--- config.mk ---
export PLATFORM = sky130hd
export DESIGN_NAME = tqws_sched
export DESIGN_NICKNAME = d
export VERILOG_FILES = /design/src/rtl/tqws_pkg.sv /design/src/rtl/tqws_sched.sv
export SDC_FILE = /design/constraint.sdc
export NUM_CORES = 1
export LEC_CHECK = 0
export ABC_AREA = 1
export ABC_CLOCK_PERIOD_IN_PS = 2070
export BUFFER_PORTS_ARGS = -buffer_cell sky130_fd_sc_hd__buf_2
export CAP_MARGIN = 20
export CORE_ASPECT_RATIO = 2
export CORE_MARGIN = 2
export CORE_UTILIZATION = 43
export DETAILED_ROUTE_END_ITERATION = 7
export GPL_TIMING_DRIVEN = 0
export MAX_ROUTING_LAYER = met4
export PLACE_DENSITY = 0.8
export SLEW_MARGIN = 30
export SYNTH_ARGS = -nofsm -noshare
export SYNTH_HDL_FRONTEND = slang
export SYNTH_SLANG_ARGS = --single-unit
--- constraint.sdc ---
create_clock -name clk_i -period 2.07 [get_ports clk_i]
set_input_delay 0.1035 -clock clk_i [delete_from_list [all_inputs] [get_ports clk_i]]
set_output_delay 0.1035 -clock clk_i [all_outputs]
set_load 0.02 [all_outputs]
--- src/rtl/tqws_pkg.sv ---
`default_nettype none

package tqws_pkg;

  localparam int unsigned QueueDepthDefault = 512;
  localparam logic [7:0] BurstLimitRst = 8'd10;
  localparam logic [8:0] ServiceCountRst = 9'd0;

  typedef enum logic [1:0] {
    OP_ENQ_HIGH = 2'd0,
    OP_ENQ_LOW  = 2'd1,
    OP_SERVE    = 2'd2,
    OP_NONE     = 2'd3
  } op_e;

  typedef enum logic [2:0] {
    ST_QUEUED  = 3'd0,
    ST_UNKNOWN = 3'd1,
    ST_FULL    = 3'd2,
    ST_SERVED  = 3'd3,
    ST_EMPTY   = 3'd4
  } status_e;

  typedef enum logic {
    REG_BURST_LIMIT   = 1'b0,
    REG_SERVICE_COUNT = 1'b1
  } reg_e;

  typedef struct packed {
    op_e         op;
    logic [30:0] requester_id;
    logic [7:0]  service_index;
  } req_t;

  typedef struct packed {
    status_e     status;
    logic [30:0] served_id;
    logic [7:0]  served_service;
    logic        served_low;
  } rsp_t;

  typedef struct packed {
    logic [30:0] id;
    logic [7:0]  svc;
  } entry_t;

  typedef struct packed {
    logic [7:0] high_burst_limit;
    logic [8:0] service_count;
  } cfg_t;

  typedef struct packed {
    logic push;
    logic pop;
  } queue_ctl_t;

  typedef struct packed {
    logic empty;
    logic full;
  } queue_stat_t;

  typedef struct packed {
    logic    done;
    status_e status;
    logic    from_low;
  } meta_t;

endpackage

`default_nettype wire

--- src/rtl/tqws_sched.sv ---
`default_nettype none

module tqws_sched (
  input  wire logic                   clk_i,
  input  wire logic                   rst_ni,
  input  wire logic                   accept_i,
  input  wire tqws_pkg::req_t         req_i,
  input  wire tqws_pkg::cfg_t         cfg_i,
  input  wire tqws_pkg::queue_stat_t  high_stat_i,
  input  wire tqws_pkg::queue_stat_t  low_stat_i,
  output tqws_pkg::queue_ctl_t        high_ctl_o,
  output tqws_pkg::queue_ctl_t        low_ctl_o,
  output tqws_pkg::meta_t             meta_o
);

  logic [7:0] burst_d, burst_q;
  tqws_pkg::meta_t meta_d, meta_q;
  logic unknown, reached, tgt_full;

  assign unknown  = ({1'b0, req_i.service_index} >= cfg_i.service_count);
  assign reached  = (burst_q >= cfg_i.high_burst_limit);
  assign tgt_full = (req_i.op == tqws_pkg::OP_ENQ_HIGH) ? high_stat_i.full : low_stat_i.full;

  always_comb begin
    burst_d = burst_q;
    high_ctl_o = '0;
    low_ctl_o = '0;
    meta_d.done = accept_i;
    meta_d.status = tqws_pkg::ST_EMPTY;
    meta_d.from_low = 1'b0;
    unique case (req_i.op) inside
      tqws_pkg::OP_ENQ_HIGH, tqws_pkg::OP_ENQ_LOW: begin
        if (unknown) begin
          meta_d.status = tqws_pkg::ST_UNKNOWN;
        end else if (tgt_full) begin
          meta_d.status = tqws_pkg::ST_FULL;
        end else begin
          meta_d.status = tqws_pkg::ST_QUEUED;
          if (req_i.op == tqws_pkg::OP_ENQ_HIGH) begin
            high_ctl_o.push = accept_i;
          end else begin
            low_ctl_o.push = accept_i;
          end
        end
      end
      tqws_pkg::OP_SERVE: begin
        if (!high_stat_i.empty && !reached) begin
          meta_d.status = tqws_pkg::ST_SERVED;
          high_ctl_o.pop = accept_i;
          if (accept_i) begin
            burst_d = burst_q + 8'd1;
          end
        end else if (!low_stat_i.empty) begin
          meta_d.status = tqws_pkg::ST_SERVED;
          meta_d.from_low = 1'b1;
          low_ctl_o.pop = accept_i;
          if (accept_i && reached) begin
            burst_d = '0;
          end
        end else if (!high_stat_i.empty) begin
          // burst used up but nothing waits low: keep count, serve high
          meta_d.status = tqws_pkg::ST_SERVED;
          high_ctl_o.pop = accept_i;
        end
      end
      default: ;
    endcase
  end

  always_ff @(posedge clk_i or negedge rst_ni) begin
    if (!rst_ni) begin
      burst_q <= '0;
      meta_q.done <= 1'b0;
      meta_q.status <= tqws_pkg::ST_EMPTY;
      meta_q.from_low <= 1'b0;
    end else begin
      burst_q <= burst_d;
      meta_q <= meta_d;
    end
  end

  assign meta_o = meta_q;

endmodule

`default_nettype wire

## Word level (Yosys, flattened, before mapping)

Index checks and enable logic that the tools add are counted.

- Add/sub/neg operators: 1
- Magnitude comparators: 2
- Equality and inequality tests: 4
- Multiplexer cells: 29
- Reductions and logical operators: 8

Operators by type and width:

| kind | count |
|---|---|
| $mux 8 | 4 |
| $mux 1 | 19 |
| $mux 3 | 4 |
| $ge 8x9->1 | 1 |
| $add 8x1->8 const B | 1 |
| $ge 8x8->1 | 1 |
| $pmux 3 s2 | 1 |
| $reduce_and 4->1 | 1 |
| $eq 2x1->1 const B | 1 |
| $eq 2x2->1 const B | 1 |
| $logic_and 1x1->1 | 2 |
| $logic_not 1->1 | 2 |
| $logic_not 2->1 | 1 |
| $mux 2 | 1 |
| $ne 2x1->1 const B | 1 |
| $ne 2x2->1 const B | 1 |
| $reduce_bool 2->1 | 1 |
| $reduce_or 2->1 | 1 |

- Register bits: 13
- Bits of input ports: 65
- Output and inout port bits: 9
- Word-level logic and storage cells: 48

## Depth between registers and ports, before layout

- Word-level depth: 5
- Mapped depth: 14
- Mapped depth without buffers: 14

## Least setup slack after synthesis

No wires, ideal clock.

- Path type: register -> output
- From: register burst_q[3]
- To: output low_ctl_o[0] in the netlist's numbering
- Arrival: 1.523 ns
- Required time: 1.966 ns
- Setup slack: 0.443 ns
- Cell stages (with the launch flop): 10
- Cell sequence: dfrtp_1 > ha_1 > nand2_1 > nor2_1 > nor2_1 > nand2_1 > nand2_2 > nand3_4 > nand3_1 > nor2_1

RTL lines:

| what | RTL line | RTL |
|---|---|---|
| start: declaration | tqws_sched.sv:16 | `logic [7:0] burst_d, burst_q;` |
| start signal: assignment | tqws_sched.sv:77 | `burst_q <= burst_d;` |
| end: declaration | tqws_sched.sv:12 | `output tqws_pkg::queue_ctl_t low_ctl_o,` |

==> results.sh <==
export IMPL_clockRootBuffer="sky130_fd_sc_hd__clkbuf_8"
export IMPL_worstSkewPairLatency_ns=0.24
export IMPL_worst_slew_pin_transition_ns=0.2876
export IMPL_clock_skew_ns=0.002958
export IMPL_synth_top_cells_by_area="sky130_fd_sc_hd__dfrtp_1, sky130_fd_sc_hd__ha_1, sky130_fd_sc_hd__nand2_1, sky130_fd_sc_hd__inv_1, sky130_fd_sc_hd__nor2_1"
export IMPL_start_kind="flip-flop"
export IMPL_final_period_minus_worst_setup_slack_ns=1.909
export IMPL_syn_instance_count=160
export IMPL_most_area_hungry_cell_type_in_the_yosys_netlist="sky130_fd_sc_hd__dfrtp_1"
export IMPL_crit_path_cell_trace="ha_1 > nand2_1 > nor2_1 > nor2_1 > nand2_1 > nand2_2 > nand3_4 > nand3_2 > nor2_1 > buf_4"
export IMPL_h_tree_depth=1
export IMPL_grt_setup_unrepaired="false"
export IMPL_initial_antenna_violation_count=0
export IMPL_critPathLaunch="burst_q[3]$_DFFE_PN0P_"
export IMPL_cp_data_required_time_ns=1.97
export IMPL_relSlewSlack=0.8083
export IMPL_port_buffers=42
export IMPL_antennaDiodeCount=0
export IMPL_floorplan_initialDensity=0.4449
export IMPL_drt_pre_antenna_iters=4
export IMPL_irDropWorstVdd_mv=0.3026
export IMPL_vias=1114
export IMPL_ys_top_cells_by_count="sky130_fd_sc_hd__nand2_1, sky130_fd_sc_hd__inv_1, sky130_fd_sc_hd__nor2_1, sky130_fd_sc_hd__ha_1, sky130_fd_sc_hd__dfrtp_1"
export IMPL_routabilityCongestion=0.7547
export IMPL_rows=27
export IMPL_fp_dieArea_um2=3261
export IMPL_hold_viol_final=0
export IMPL_final_layout_size_suffix_gt1_frac=0.3158
export IMPL_number_of_max_cap_violations=0
export IMPL_power_per_cell_area_nw_per_um2=504.9
export IMPL_synth_fp_nets=242
export IMPL_drt_vias_per_instance=4.681
export IMPL_cp_slowest_stage_delay_ns=0.44
export IMPL_critPathKind="flip-flop to output pin"
export IMPL_outcome="complete, no violations"
export IMPL_slew_viol_final=0
export IMPL_grt_max_degree=14
export IMPL_finalWirelength_um=2324
export IMPL_cts_sinks=13
export IMPL_register_area_um2=327.8
export IMPL_ioPinCount=74
export IMPL_filler_cell_count=277
export IMPL_yosys_cell_count_top_type="sky130_fd_sc_hd__nand2_1"
export IMPL_post_synth_num_cell_types=25
export IMPL_total_leakage_power_nw=0.9471
export IMPL_sequential_to_total_area_share_from_yosys_stat=0.2716
export IMPL_post_route_drc_count=0
export IMPL_yosysWarningCount=0
export IMPL_cp_max_fo=6
export IMPL_die_height_um=78.78
export IMPL_critPathArrivalTime_ns=1.81
export IMPL_timing_rr_start="burst_q[3]$_DFFE_PN0P_"
export IMPL_first_global_vias=1041
export IMPL_global_route_overflow_total=0
export IMPL_holdCritStartpoint="req_i[40]"
export IMPL_ys_flop_type="sky130_fd_sc_hd__dfrtp_1"
export IMPL_path_clk_slew_ns=0.05
export IMPL_detail_route_wl_per_cell_um=9.765
export IMPL_global_route_usage_over_all_layers=0.1678
export IMPL_ys_seq_elements=13
export IMPL_synth_area_per_cell_um2=7.515
export IMPL_cell_area_after_synthesis_um2=1202
export IMPL_report_final_setup_viol=0
export IMPL_detailed_router_s_first_iteration_violation_count=11
export IMPL_die_width_um=41.39
export IMPL_layout_worst_path_cycle_share=0.9225
export IMPL_grt_pass1_wl_um=3732
export IMPL_clock_path_buffers=2
export IMPL_worst_hold_path_type="primary input to flip-flop"
export IMPL_critical_path_slowest_cell="sky130_fd_sc_hd__dfrtp_2"
export IMPL_synthDominantCellAreaShare=0.2497
export IMPL_nets=292
export IMPL_crit_top_cell="sky130_fd_sc_hd__nor2_1"
export IMPL_worst_setup_path_end_kind="output pin"
export IMPL_detailedPlacementHpwl_um=2015
export IMPL_tns_ns=0
export IMPL_timing_fmax_mhz=523.7
export IMPL_synth_enable_flop_cells=0
export IMPL_number_of_clock_buffers_inserted_by_tritoncts=3
export IMPL_areaGrowthSynthToFinish_pct=27.26
export IMPL_antenna_violating_nets_post_route=0
export IMPL_multi_input_comb_area_um2=757.0
export IMPL_power_w=0.0007726
export IMPL_placeableCoreArea_um2=2703
export IMPL_tritoncts="yes"
export IMPL_async_flop_share=1.000
## layout by cell type (no fill, tap or decap), types with 2 or more instances in the layout
cell type	netlist	routed
sky130_fd_sc_hd__buf_2	0	41
sky130_fd_sc_hd__nand2_1	40	40
sky130_fd_sc_hd__inv_1	29	29
sky130_fd_sc_hd__nor2_1	18	18
sky130_fd_sc_hd__ha_1	17	17
sky130_fd_sc_hd__dfrtp_1	12	11
sky130_fd_sc_hd__nand3_1	7	6
sky130_fd_sc_hd__a21oi_1	5	5
sky130_fd_sc_hd__nand2_4	4	4
sky130_fd_sc_hd__inv_2	3	3
sky130_fd_sc_hd__nor2_4	3	3
sky130_fd_sc_hd__nand3_2	2	3
sky130_fd_sc_hd__xnor2_1	3	3
sky130_fd_sc_hd__xor2_1	3	3
sky130_fd_sc_hd__clkbuf_8	0	3
sky130_fd_sc_hd__a21o_1	2	2
sky130_fd_sc_hd__nand2_2	2	2
sky130_fd_sc_hd__dlygate4sd3_1	0	2
sky130_fd_sc_hd__buf_4	0	2
## final timing paths
path                                          end  cells past startpoint  slack (ns)
setup reg to reg           burst_q[0]$_DFFE_PN0P_                     11        0.38
min in group asynchronous  burst_q[7]$_DFFE_PN0P_                      2        0.29
hold reg to reg            burst_q[0]$_DFFE_PN0P_                      2        0.50
hold / removal                meta_o[3]$_DFF_PN1_                      3        0.14
max in group asynchronous     meta_o[3]$_DFF_PN1_                      2        1.50
setup / recovery                     low_ctl_o[0]                     10        0.16
## power by group
| part | total, W | internal [W] | switching [W] |
|---|---|---|---|
| sequential | 0.000307 | 0.000281 | 0.0000261 |
| clock | 0.000221 | 0.000136 | 0.0000856 |
| combinational | 0.000244 | 0.000110 | 0.000134 |
| total | 0.000773 | 0.000527 | 0.000246 |
## through the flow
stage	cells	instance area, um^2	util	worst slack, ns	hold WS (ns)
6_report	238	1530	0.5662	0.1605	0.1423
5_1_grt	238	1530	0.5662	0.02255	0.1381
2_1_floorplan	160	1202	-	0.4430	-0.1921
3_5_place_dp	231	1449	0.5361	0.3524	0.003952
4_1_cts	237	1514	0.5602	0.08361	0.1359
3_3_place_gp	231	1449	0.5361	0.3618	0.0007660
## routing by layer
metal	share of wire	vias to the layer above	track usage	wire, um
li1	-	591	-	-
met1	0.35	487	0.1508	823
met2	0.57	32	0.3000	1330
met3	0.040	4	0.01117	92
met4	0.034	0	0.1065	78
met5	0	-	-	0
## flip-flops by register name (all words and copies together) (netlist names)
signal and flops:
burst_q 8, meta_o 5
## worst max-delay path, delay by kind of cell (launching register included)
kind | cells | cell delay, ns
flip-flops | 1 | 0.44
buffers and inverters | 1 | 0.15
adder cells (fa/ha/maj) | 1 | 0.31
AND/OR/NAND/NOR | 8 | 0.68
## layout make-up
class	count	area share
Clock buffer	4	0.02944
Inverter	33	0.08095
Multi-Input combinational cell	114	0.4947
Sequential cell	13	0.2142
Tap cell	29	0.02371
Timing Repair Buffer	45	0.1570
## cells by family (layout without fill, tap and decap cells)
kind of cell             Yosys count  after routing  share of synthesized area
adder cells (fa/ha/maj)           17             17                     0.1769
buffers and inverters             33             82                     0.1030
XOR/XNOR                           6              6                    0.04371
AO/OA/AOI/OAI                     10             10                    0.05410
flip-flops                        13             13                     0.2716
AND/OR/NAND/NOR                   81             81                     0.3507
## what timing repair did
| item | 4_1_cts | 5_1_grt |
|---|---|---|
| hold endpoints to repair | 13 | 0 |
| hold buffers | 2 | 0 |
| setup buffers | 0 | 1 |
| resized for setup | 0 | 3 |
| setup endpoints to repair | 0 | 1 |
Power figures use the tool's default switching activity.
