**config.mk**
```make
export PLATFORM = sky130hd
export DESIGN_NAME = tqws_cfg
export DESIGN_NICKNAME = d
export VERILOG_FILES = /design/src/rtl/tqws_pkg.sv /design/src/rtl/tqws_cfg.sv
export SDC_FILE = /design/constraint.sdc
export NUM_CORES = 1
export LEC_CHECK = 0
export BUFFER_PORTS_ARGS = -buffer_cell sky130_fd_sc_hd__buf_2
export CAP_MARGIN = 20
export CORE_UTILIZATION = 33
export CTS_CLUSTER_SIZE = 12
export DETAILED_ROUTE_END_ITERATION = 12
export GPL_TIMING_DRIVEN = 0
export PLACE_DENSITY = 0.75
export SLEW_MARGIN = 25
export SYNTH_ARGS = -nofsm -noshare
export SYNTH_HDL_FRONTEND = slang
export SYNTH_SLANG_ARGS = --single-unit
```
**constraint.sdc**
```tcl
create_clock -name clk_i -period 0.8 [get_ports clk_i]
set_input_delay 0 -clock clk_i [delete_from_list [all_inputs] [get_ports clk_i]]
set_output_delay 0 -clock clk_i [all_outputs]
set_load 0.02 [all_outputs]
```
**src/rtl/tqws_pkg.sv**
```systemverilog
`default_nettype none

package tqws_pkg;

  localparam int unsigned QueueDepthDefault = 512;
  localparam logic [7:0] BurstLimitRst = 8'd10;
  localparam logic [8:0] ServiceCountRst = 9'd0;

  typedef enum logic [1:0] {
    OP_ENQ_HIGH = 2'd0,
    OP_ENQ_LOW  = 2'd1,
    OP_SERVE    = 2'd2,
    OP_NONE     = 2'd3
  } op_e;

  typedef enum logic [2:0] {
    ST_QUEUED  = 3'd0,
    ST_UNKNOWN = 3'd1,
    ST_FULL    = 3'd2,
    ST_SERVED  = 3'd3,
    ST_EMPTY   = 3'd4
  } status_e;

  typedef enum logic {
    REG_BURST_LIMIT   = 1'b0,
    REG_SERVICE_COUNT = 1'b1
  } reg_e;

  typedef struct packed {
    op_e         op;
    logic [30:0] requester_id;
    logic [7:0]  service_index;
  } req_t;

  typedef struct packed {
    status_e     status;
    logic [30:0] served_id;
    logic [7:0]  served_service;
    logic        served_low;
  } rsp_t;

  typedef struct packed {
    logic [30:0] id;
    logic [7:0]  svc;
  } entry_t;

  typedef struct packed {
    logic [7:0] high_burst_limit;
    logic [8:0] service_count;
  } cfg_t;

  typedef struct packed {
    logic push;
    logic pop;
  } queue_ctl_t;

  typedef struct packed {
    logic empty;
    logic full;
  } queue_stat_t;

  typedef struct packed {
    logic    done;
    status_e status;
    logic    from_low;
  } meta_t;

endpackage

`default_nettype wire

```
**src/rtl/tqws_cfg.sv**
```systemverilog
`default_nettype none

module tqws_cfg (
  input  wire logic          clk_i,
  input  wire logic          rst_ni,
  input  wire logic          psel,
  input  wire logic          penable,
  input  wire logic          pwrite,
  input  wire logic [2:0]    paddr,
  input  wire logic [31:0]   pwdata,
  output logic [31:0]        prdata,
  output logic               pready,
  output tqws_pkg::cfg_t     cfg_o
);

  tqws_pkg::cfg_t cfg_d, cfg_q;
  tqws_pkg::reg_e sel;

  // word select, byte offset bits ignored
  assign sel = tqws_pkg::reg_e'(paddr[2]);
  assign pready = 1'b1;

  always_comb begin
    cfg_d = cfg_q;
    if (psel && penable && pwrite && pready) begin
      unique case (sel)
        tqws_pkg::REG_BURST_LIMIT:   cfg_d.high_burst_limit = pwdata[7:0];
        tqws_pkg::REG_SERVICE_COUNT: cfg_d.service_count = pwdata[8:0];
        default: ;
      endcase
    end
  end

  always_comb begin
    unique case (sel)
      tqws_pkg::REG_BURST_LIMIT:   prdata = {24'd0, cfg_q.high_burst_limit};
      tqws_pkg::REG_SERVICE_COUNT: prdata = {23'd0, cfg_q.service_count};
      default:                     prdata = '0;
    endcase
  end

  always_ff @(posedge clk_i or negedge rst_ni) begin
    if (!rst_ni) begin
      cfg_q.high_burst_limit <= tqws_pkg::BurstLimitRst;
      cfg_q.service_count <= tqws_pkg::ServiceCountRst;
    end else begin
      cfg_q <= cfg_d;
    end
  end

  assign cfg_o = cfg_q;

endmodule

`default_nettype wire

```
======== Yosys cells after proc, flatten, opt, wreduce, memory -nomap -nowiden ========
Cells that the tools add are included.
storage, ports and cells
  register bits ........................... 17
  output and inout bits ................... 50
operators by class
  multiplexer cells ....................... 1
  reductions and logical operators ........ 4
  bitwise operators ....................... 1
operators with widths
  cell                                    number
  32-bit one-hot mux with 2 select lines  1
  2-bit AND reduction                     2
  1-bit logical AND                       2
  1-bit inverter                          1

======== Logic depth before layout (Yosys ltp) ========
Gate-level depths: netlist (run 1).
  word-level depth ........................ 3
  mapped depth ............................ 3

======== Worst setup path before layout (run 1) ========
OpenSTA, ideal clock, no wires.
  kind .................................... register to register
  start point ............................. reg cfg_o[11] (netlist name)
  end point ............................... reg cfg_q, in the netlist cfg_o[11]
  required time ........................... 675 ps
  arrival time ............................ 713 ps
  library setup time ...................... 125 ps
  path slack .............................. -38 ps
  cell stages (with the launch flop) ...... 2
  cell sequence ........................... dfrtp_1 > mux2_2
RTL lines
  item                    line            RTL
  end signal: assignment  tqws_cfg.sv:47  cfg_q <= cfg_d;
  end: declaration        tqws_cfg.sv:16  tqws_pkg::cfg_t cfg_d, cfg_q;

======== Worst setup path in the final report (run 1) ========
  start point ............................. reg cfg_q, in the netlist cfg_o[15]
  end point ............................... out prdata[6]
on the way
  longest elaborated chain between the ends .. 1
ends and longest elaborated chain
  item                                    line            RTL
  32-bit one-hot mux with 2 select lines  tqws_cfg.sv:35  unique case (sel)
  end: declaration                        tqws_cfg.sv:11  output logic [31:0] prdata,
No other way between the ends. The select of a mux whose other input is x is not followed.

==> impl_metrics.csv, run 1 <==
group,metric,value,unit
status,status,"finished, violations left",
status,violations,"setup timing",
drt,routed_wl,2.52,mm
synth,syn_area,961,sq um
synth,synth_cells,72,
synth,yosys_register_bits,17,
power_and_ir_drop,seqPwrFrac,0.304,
hold_path,holdCritPathClass,"input pin to asynchronous set/reset pin",
die,start_util,0.348,
critical_path,worstPathRequired,800,ps
critical_path,crit_path_top_delay_cell,"dfrtp_2",
finish,final_layout_size_suffix_gt1_frac,0.792,
sta,fin_crit_sh,1.39,
clock_network,tritoncts,"yes",
finish,diodes,0,
grt,grt_util_all_layers,0.171,
critical_path,crit_family,"flip-flops",
power_and_ir_drop,p_comb_frac,0.583,
die,die_w,56.0,um
clock_network,clk_pin_slew,100,ps
sta,hold_viol_final,0,
drt,via_count,827,
die,die_h,56.0,um
die,rows,19,
run,cap_violations,0,
place,dpl.hpwl,1.49,mm
finish,syn2layout_area_growth,95.7,%
finish,nets,209,
sta,finalClockSkew,0,ps
synth,synth_compound_area_frac,0,
clock_network,numCtsBuffers,3,
power_and_ir_drop,internal_power,0.00272,W
synth,muxShareOfSynthArea,0.293,
critical_path,slowest_delay,420,ps
grt,antenna_found_initial,0,
critical_path,worst-path-buf-inv,1,
sta,slew_viol_final,0,
power_and_ir_drop,peakVddDrop,1.45,mV
clock_network,clk_path_buf_depth,2,
sta,max_freq,898,MHz
critical_path,r2r_end,"cfg_o[16]",
synth,yosysWarnings,0,
critical_path,path_cells,"mux2_4 > buf_6",
finish,nFillCells,206,
drt,drt_iter0_drc,9,
critical_path,end_kind,"output port",
critical_path,worst-r2r-setup-slack,-210,ps
synth,syn_avg_cell_area,13.3,sq um
critical_path,r2r_start,"cfg_o[16]",
finish,largest_reg_flops,17,
power_and_ir_drop,p_clk_frac,0.113,
sta,fin_hold_ws,160,ps
drt,viasPerCell,4.16,
clock_network,clock_sinks,17,
critical_path,path_class,"register to output port",
sta,finalSetupViolations,42,
synth,ys_seq_area_frac,0.445,
clock_network,clk_latency,280,ps
finish,stdcell_count,199,
synth,synth_top_family_by_area,"multiplexers",
grt,grt_overflow,0,
sta,period_needed,1110,ps
clock_network,cts-htree-levels,1,
grt,grt_pass1_wl,4.22,mm
die,die_area,0.00313,sq mm
place,portBuffers,40,
sta,rsz0062_at_grt,"true",
power_and_ir_drop,cellPowerDensity,2170,mW/mm^2
finish,fin_area,0.00188,sq mm
synth,synthSimpleGateAreaFrac,0.0547,
clock_network,cts_root_buffer,"clkbuf_4",
place,place_area,0.00136,sq mm
critical_path,worst-r2r-cell-count,3,
power_and_ir_drop,p_sw,0.00136,W
critical_path,cp-start-kind,"register",
drt,post-route-drc-count,0,
critical_path,crit_arrival,1110,ps
grt,grt_pass1_vias,907,
synth,synth_xor_area_frac,0,
finish,post-route-util,0.682,
place,routabilityCongestion,0.636,
synth,ys_types,9,
drt,drt_pass1_iterations,2,
drt,drtAntennaViolNets,0,
die,core_area,0.00276,sq mm
power_and_ir_drop,switching_share,0.333,
die,ios,90,
place,dp.cells,165,
sta,setup_ws,-313,ps
grt,grt_max_degree,18,
power_and_ir_drop,p_leak,1.02,nW
drt,routedWlPerCell,12.7,um
critical_path,worstPathMaxFanout,2,
place,place_ws,-233,ps
synth,synth-adder-area-share,0,
[final cells by class]
cell class | count | area [sq um] | share of cell area
timing repair buffer | 70 | 669 | 0.356
sequential | 17 | 447 | 0.238
clock buffer | 4 | 26.3 | 0.0140
multi-input combinational | 52 | 508 | 0.270
tap | 31 | 38.8 | 0.0206
buffer | 25 | 191 | 0.102
[timing repair]
action	CTS	global route
hold endpoints to repair	34	0
gates resized for setup	69	10
endpoints found under the setup margin	26	42
cloned	0	0
buffers inserted	17	7
hold buffers	10	0
[worst reg2reg max path: stages (launching register included)]
cell     delay [ps]
dfrtp_2         420
buf_4           140
buf_6           110
mux2_4          240
[metrics by stage]
stage          total power (W)  TNS [ps]
5_1_grt                0.00430     -8770
6_report               0.00408     -7350
3_5_place_dp           0.00262     -2920
3_3_place_gp           0.00259     -2920
2_1_floorplan          0.00221      -265
4_1_cts                0.00399     -7150
[per-layer routing]
layer  share of wire  up-vias  wire, um  track usage
met5               0        -         0            0
met4               0        0         0       0.0314
met3           0.044        0       112       0.0326
met2            0.58       27      1460        0.342
met1            0.38      407       953        0.184
li1                -      393         -            -
[how the worst max path moves through the flow]
stage / depth (start not counted) / from / to / slack, ps
after floorplan: 1 / cfg_o[11] / cfg_o[11] / -20
after global placement: 4 / paddr[2] / cfg_o[8] / -230
after detailed placement: 4 / paddr[2] / cfg_o[7] / -230
after CTS: 2 / cfg_o[15] / prdata[6] / -320
after global routing: 2 / cfg_o[15] / prdata[6] / -350
final: 2 / cfg_o[15] / prdata[6] / -310
[synth_stat cells]
master | n | area, sq um
conb_1 | 2 | 7.51
and2_2 | 1 | 7.51
nand4_4 | 1 | 21.3
buf_6 | 1 | 11.3
mux2_2 | 25 | 282
dfstp_2 | 2 | 52.6
nand4b_4 | 1 | 23.8
dfrtp_1 | 15 | 375
buf_4 | 24 | 180
[cell usage in the layout (no fill, tap or decap), drive strengths merged]
cell          n
buf          85
conb         24
nand4b        1
clkbuf        4
mux2         25
dlygate4sd3  10
dfrtp        15
dfstp         2
nand4         1
and2          1
[logic make-up after synthesis]
family / count (synthesis)
other: 2
buffers and inverters: 25
flip-flops: 17
AND/OR/NAND/NOR: 3
multiplexers: 25
[power by group through the flow]
stage / Clock, W / Combinational (W) / Sequential, W
3_3_place_gp: 0 / 0.00136 / 0.00123
2_1_floorplan: 0 / 0.000734 / 0.00148
3_5_place_dp: 0 / 0.00137 / 0.00125
6_report: 0.000461 / 0.00238 / 0.00124
4_1_cts: 0.000493 / 0.00227 / 0.00122
5_1_grt: 0.000534 / 0.00251 / 0.00126
Power figures use the tool's default switching activity.
==> run 2: changes to the inputs <==
- TNS_END_PERCENT: default -> 10
==> run 2 against run 1 <==
- the flow still finishes with violations (setup timing)
- die area stayed put
- worst setup slack better by 0.95 ps
- register-to-register slack hardly changed
- power is 5.4% lower
- sequential share of layout area is 1.3 points higher
- critical path depth stayed put
- first-iteration DRC count is 44% higher
- global-route usage is 0.93 points lower
- sequential cell count stayed put
- cell count is 2.0% lower
- clock skew stayed put
==> impl_metrics.csv, run 2 (same netlist as run 1, synthesis figures left out) <==
group,metric,value,unit
status,status,"finished, violations left",
sta,fin_crit_sh,1.39,
critical_path,crit_family,"flip-flops",
sta,hold_viol_final,0,
hold_path,holdCritPathClass,"input pin to asynchronous set/reset pin",
finish,nets,205,
critical_path,timing.critical_path.from,"cfg_o[6]",
critical_path,worstPathMaxFanout,2,
grt,grt_pass1_wl,3.97,mm
clock_network,clock_sinks,17,
power_and_ir_drop,internal_power,0.00254,W
sta,setup_ws,-312,ps
die,start_util,0.348,
drt,post-route-drc-count,0,
place,place_ws,-233,ps
drt,routedWlPerCell,12.5,um
drt,viasPerCell,4.10,
clock_network,cts-htree-levels,1,
critical_path,worst-r2r-setup-slack,-200,ps
drt,drtAntennaViolNets,0,
critical_path,r2r_end,"cfg_o[2]",
place,portBuffers,40,
clock_network,cts_root_buffer,"clkbuf_4",
sta,max_freq,899,MHz
clock_network,clk_latency,280,ps
finish,final_layout_size_suffix_gt1_frac,0.787,
grt,antenna_found_initial,0,
grt,grt_max_degree,18,
power_and_ir_drop,p_clk_frac,0.120,
die,rows,19,
critical_path,slowest_delay,430,ps
critical_path,crit_arrival,1110,ps
finish,syn2layout_area_growth,85.8,%
grt,grt_overflow,0,
power_and_ir_drop,cellPowerDensity,2160,mW/mm^2
drt,routed_wl,2.44,mm
critical_path,worst-path-buf-inv,1,
critical_path,end_kind,"output port",
run,cap_violations,0,
die,ios,90,
sta,slew_viol_final,0,
grt,grt_util_all_layers,0.162,
sta,finalSetupViolations,40,
finish,diodes,0,
power_and_ir_drop,p_comb_frac,0.562,
power_and_ir_drop,switching_share,0.341,
sta,fin_hold_ws,173,ps
finish,final_common_cell,"buf_4",
sta,setup_tns,-6890,ps
sta,rsz0062_at_grt,"true",
drt,drt_pass1_iterations,2,
critical_path,worstPathRequired,800,ps
critical_path,r2r_start,"cfg_o[2]",
critical_path,cp-start-kind,"register",
die,die_area,0.00313,sq mm
clock_network,clk_pin_slew,100,ps
status,violations,"setup timing",
drt,via_count,799,
sta,finalClockSkew,0,ps
clock_network,clk_path_buf_depth,2,
power_and_ir_drop,p_leak,0.977,nW
clock_network,numCtsBuffers,3,
die,die_h,56.0,um
place,dpl.hpwl,1.49,mm
finish,largest_reg_flops,17,
sta,period_needed,1110,ps
critical_path,path_class,"register to output port",
clock_network,tritoncts,"yes",
die,die_w,56.0,um
place,routabilityCongestion,0.636,
drt,drt_iter0_drc,13,
die,core_area,0.00276,sq mm
power_and_ir_drop,peakVddDrop,1.38,mV
critical_path,worst-r2r-cell-count,3,
critical_path,crit_path_top_delay_cell,"dfrtp_2",
power_and_ir_drop,p_sw,0.00132,W
critical_path,path_cells,"mux2_4 > buf_6",
finish,final_cell_mix,"31 x buf_4, 30 x buf_6, 24 x conb_1",
power_and_ir_drop,seqPwrFrac,0.318,
finish,post-route-util,0.647,
grt,grt_pass1_vias,840,
==> run 2: cell types whose count changed in the layout (fill, tap and decap cells not counted), sizes merged <==
cell,previous run,this run
buf,85,81
==> run 2: worst register-to-register path: cells and delay by family, from the launching register on <==
family                 cells  cell delay, ps
DFF                        1             410
buffers and inverters      2             240
muxes                      1             240
==> run 2: timing repair <==
| item | 4_1_cts | 5_1_grt |
|---|---|---|
| hold buffers | 10 | 0 |
| setup buffers | 14 | 2 |
| endpoints found under the setup margin | 26 | 40 |
| hold endpoints to repair | 34 | 0 |
| resized for setup | 33 | 22 |
==> run 2: metal layers <==
metal / GRT usage / vias to the layer above / share of wire
met4: 0.0314 / 0 / 0
met2: 0.313 / 27 / 0.56
li1: - / 382 / -
met5: 0 / - / 0
met3: 0.0326 / 0 / 0.046
met1: 0.181 / 390 / 0.40
==> run 2: area by class of cell <==
cell class	count	area (sq um)
clock buffers	4	26.3
flip-flops and latches	17	447
multi-input cells	52	503
well taps	31	38.8
plain buffers	25	191
fillers	218	972
repair buffers	66	579
==> run 2: worst max-delay path by stage <==
stage	end	slack [ps]	cells after the start
after floorplan	cfg_o[11]	-20	1
after global placement	cfg_o[8]	-230	4
after global routing	prdata[2]	-350	2
after CTS	prdata[6]	-320	2
final	prdata[6]	-310	2
after detailed placement	cfg_o[7]	-230	4
==> run 2: power by group through the flow <==
stage | clock network [W] | registers [W] | logic, W
after global routing | 0.000534 | 0.00125 | 0.00228
after global placement | 0 | 0.00123 | 0.00136
final | 0.000462 | 0.00123 | 0.00217
after CTS | 0.000493 | 0.00121 | 0.00194
after floorplan | 0 | 0.00148 | 0.000734
after detailed placement | 0 | 0.00125 | 0.00137
==> run 2: through the flow <==
stage | power, W | cell area [sq um] | std cells
floorplan | 0.00221 | 1120 | 94
global placement | 0.00259 | 1360 | 165
detailed placement | 0.00262 | 1360 | 165
CTS | 0.00365 | 1700 | 193
global route | 0.00406 | 1790 | 195
finish | 0.00386 | 1790 | 195
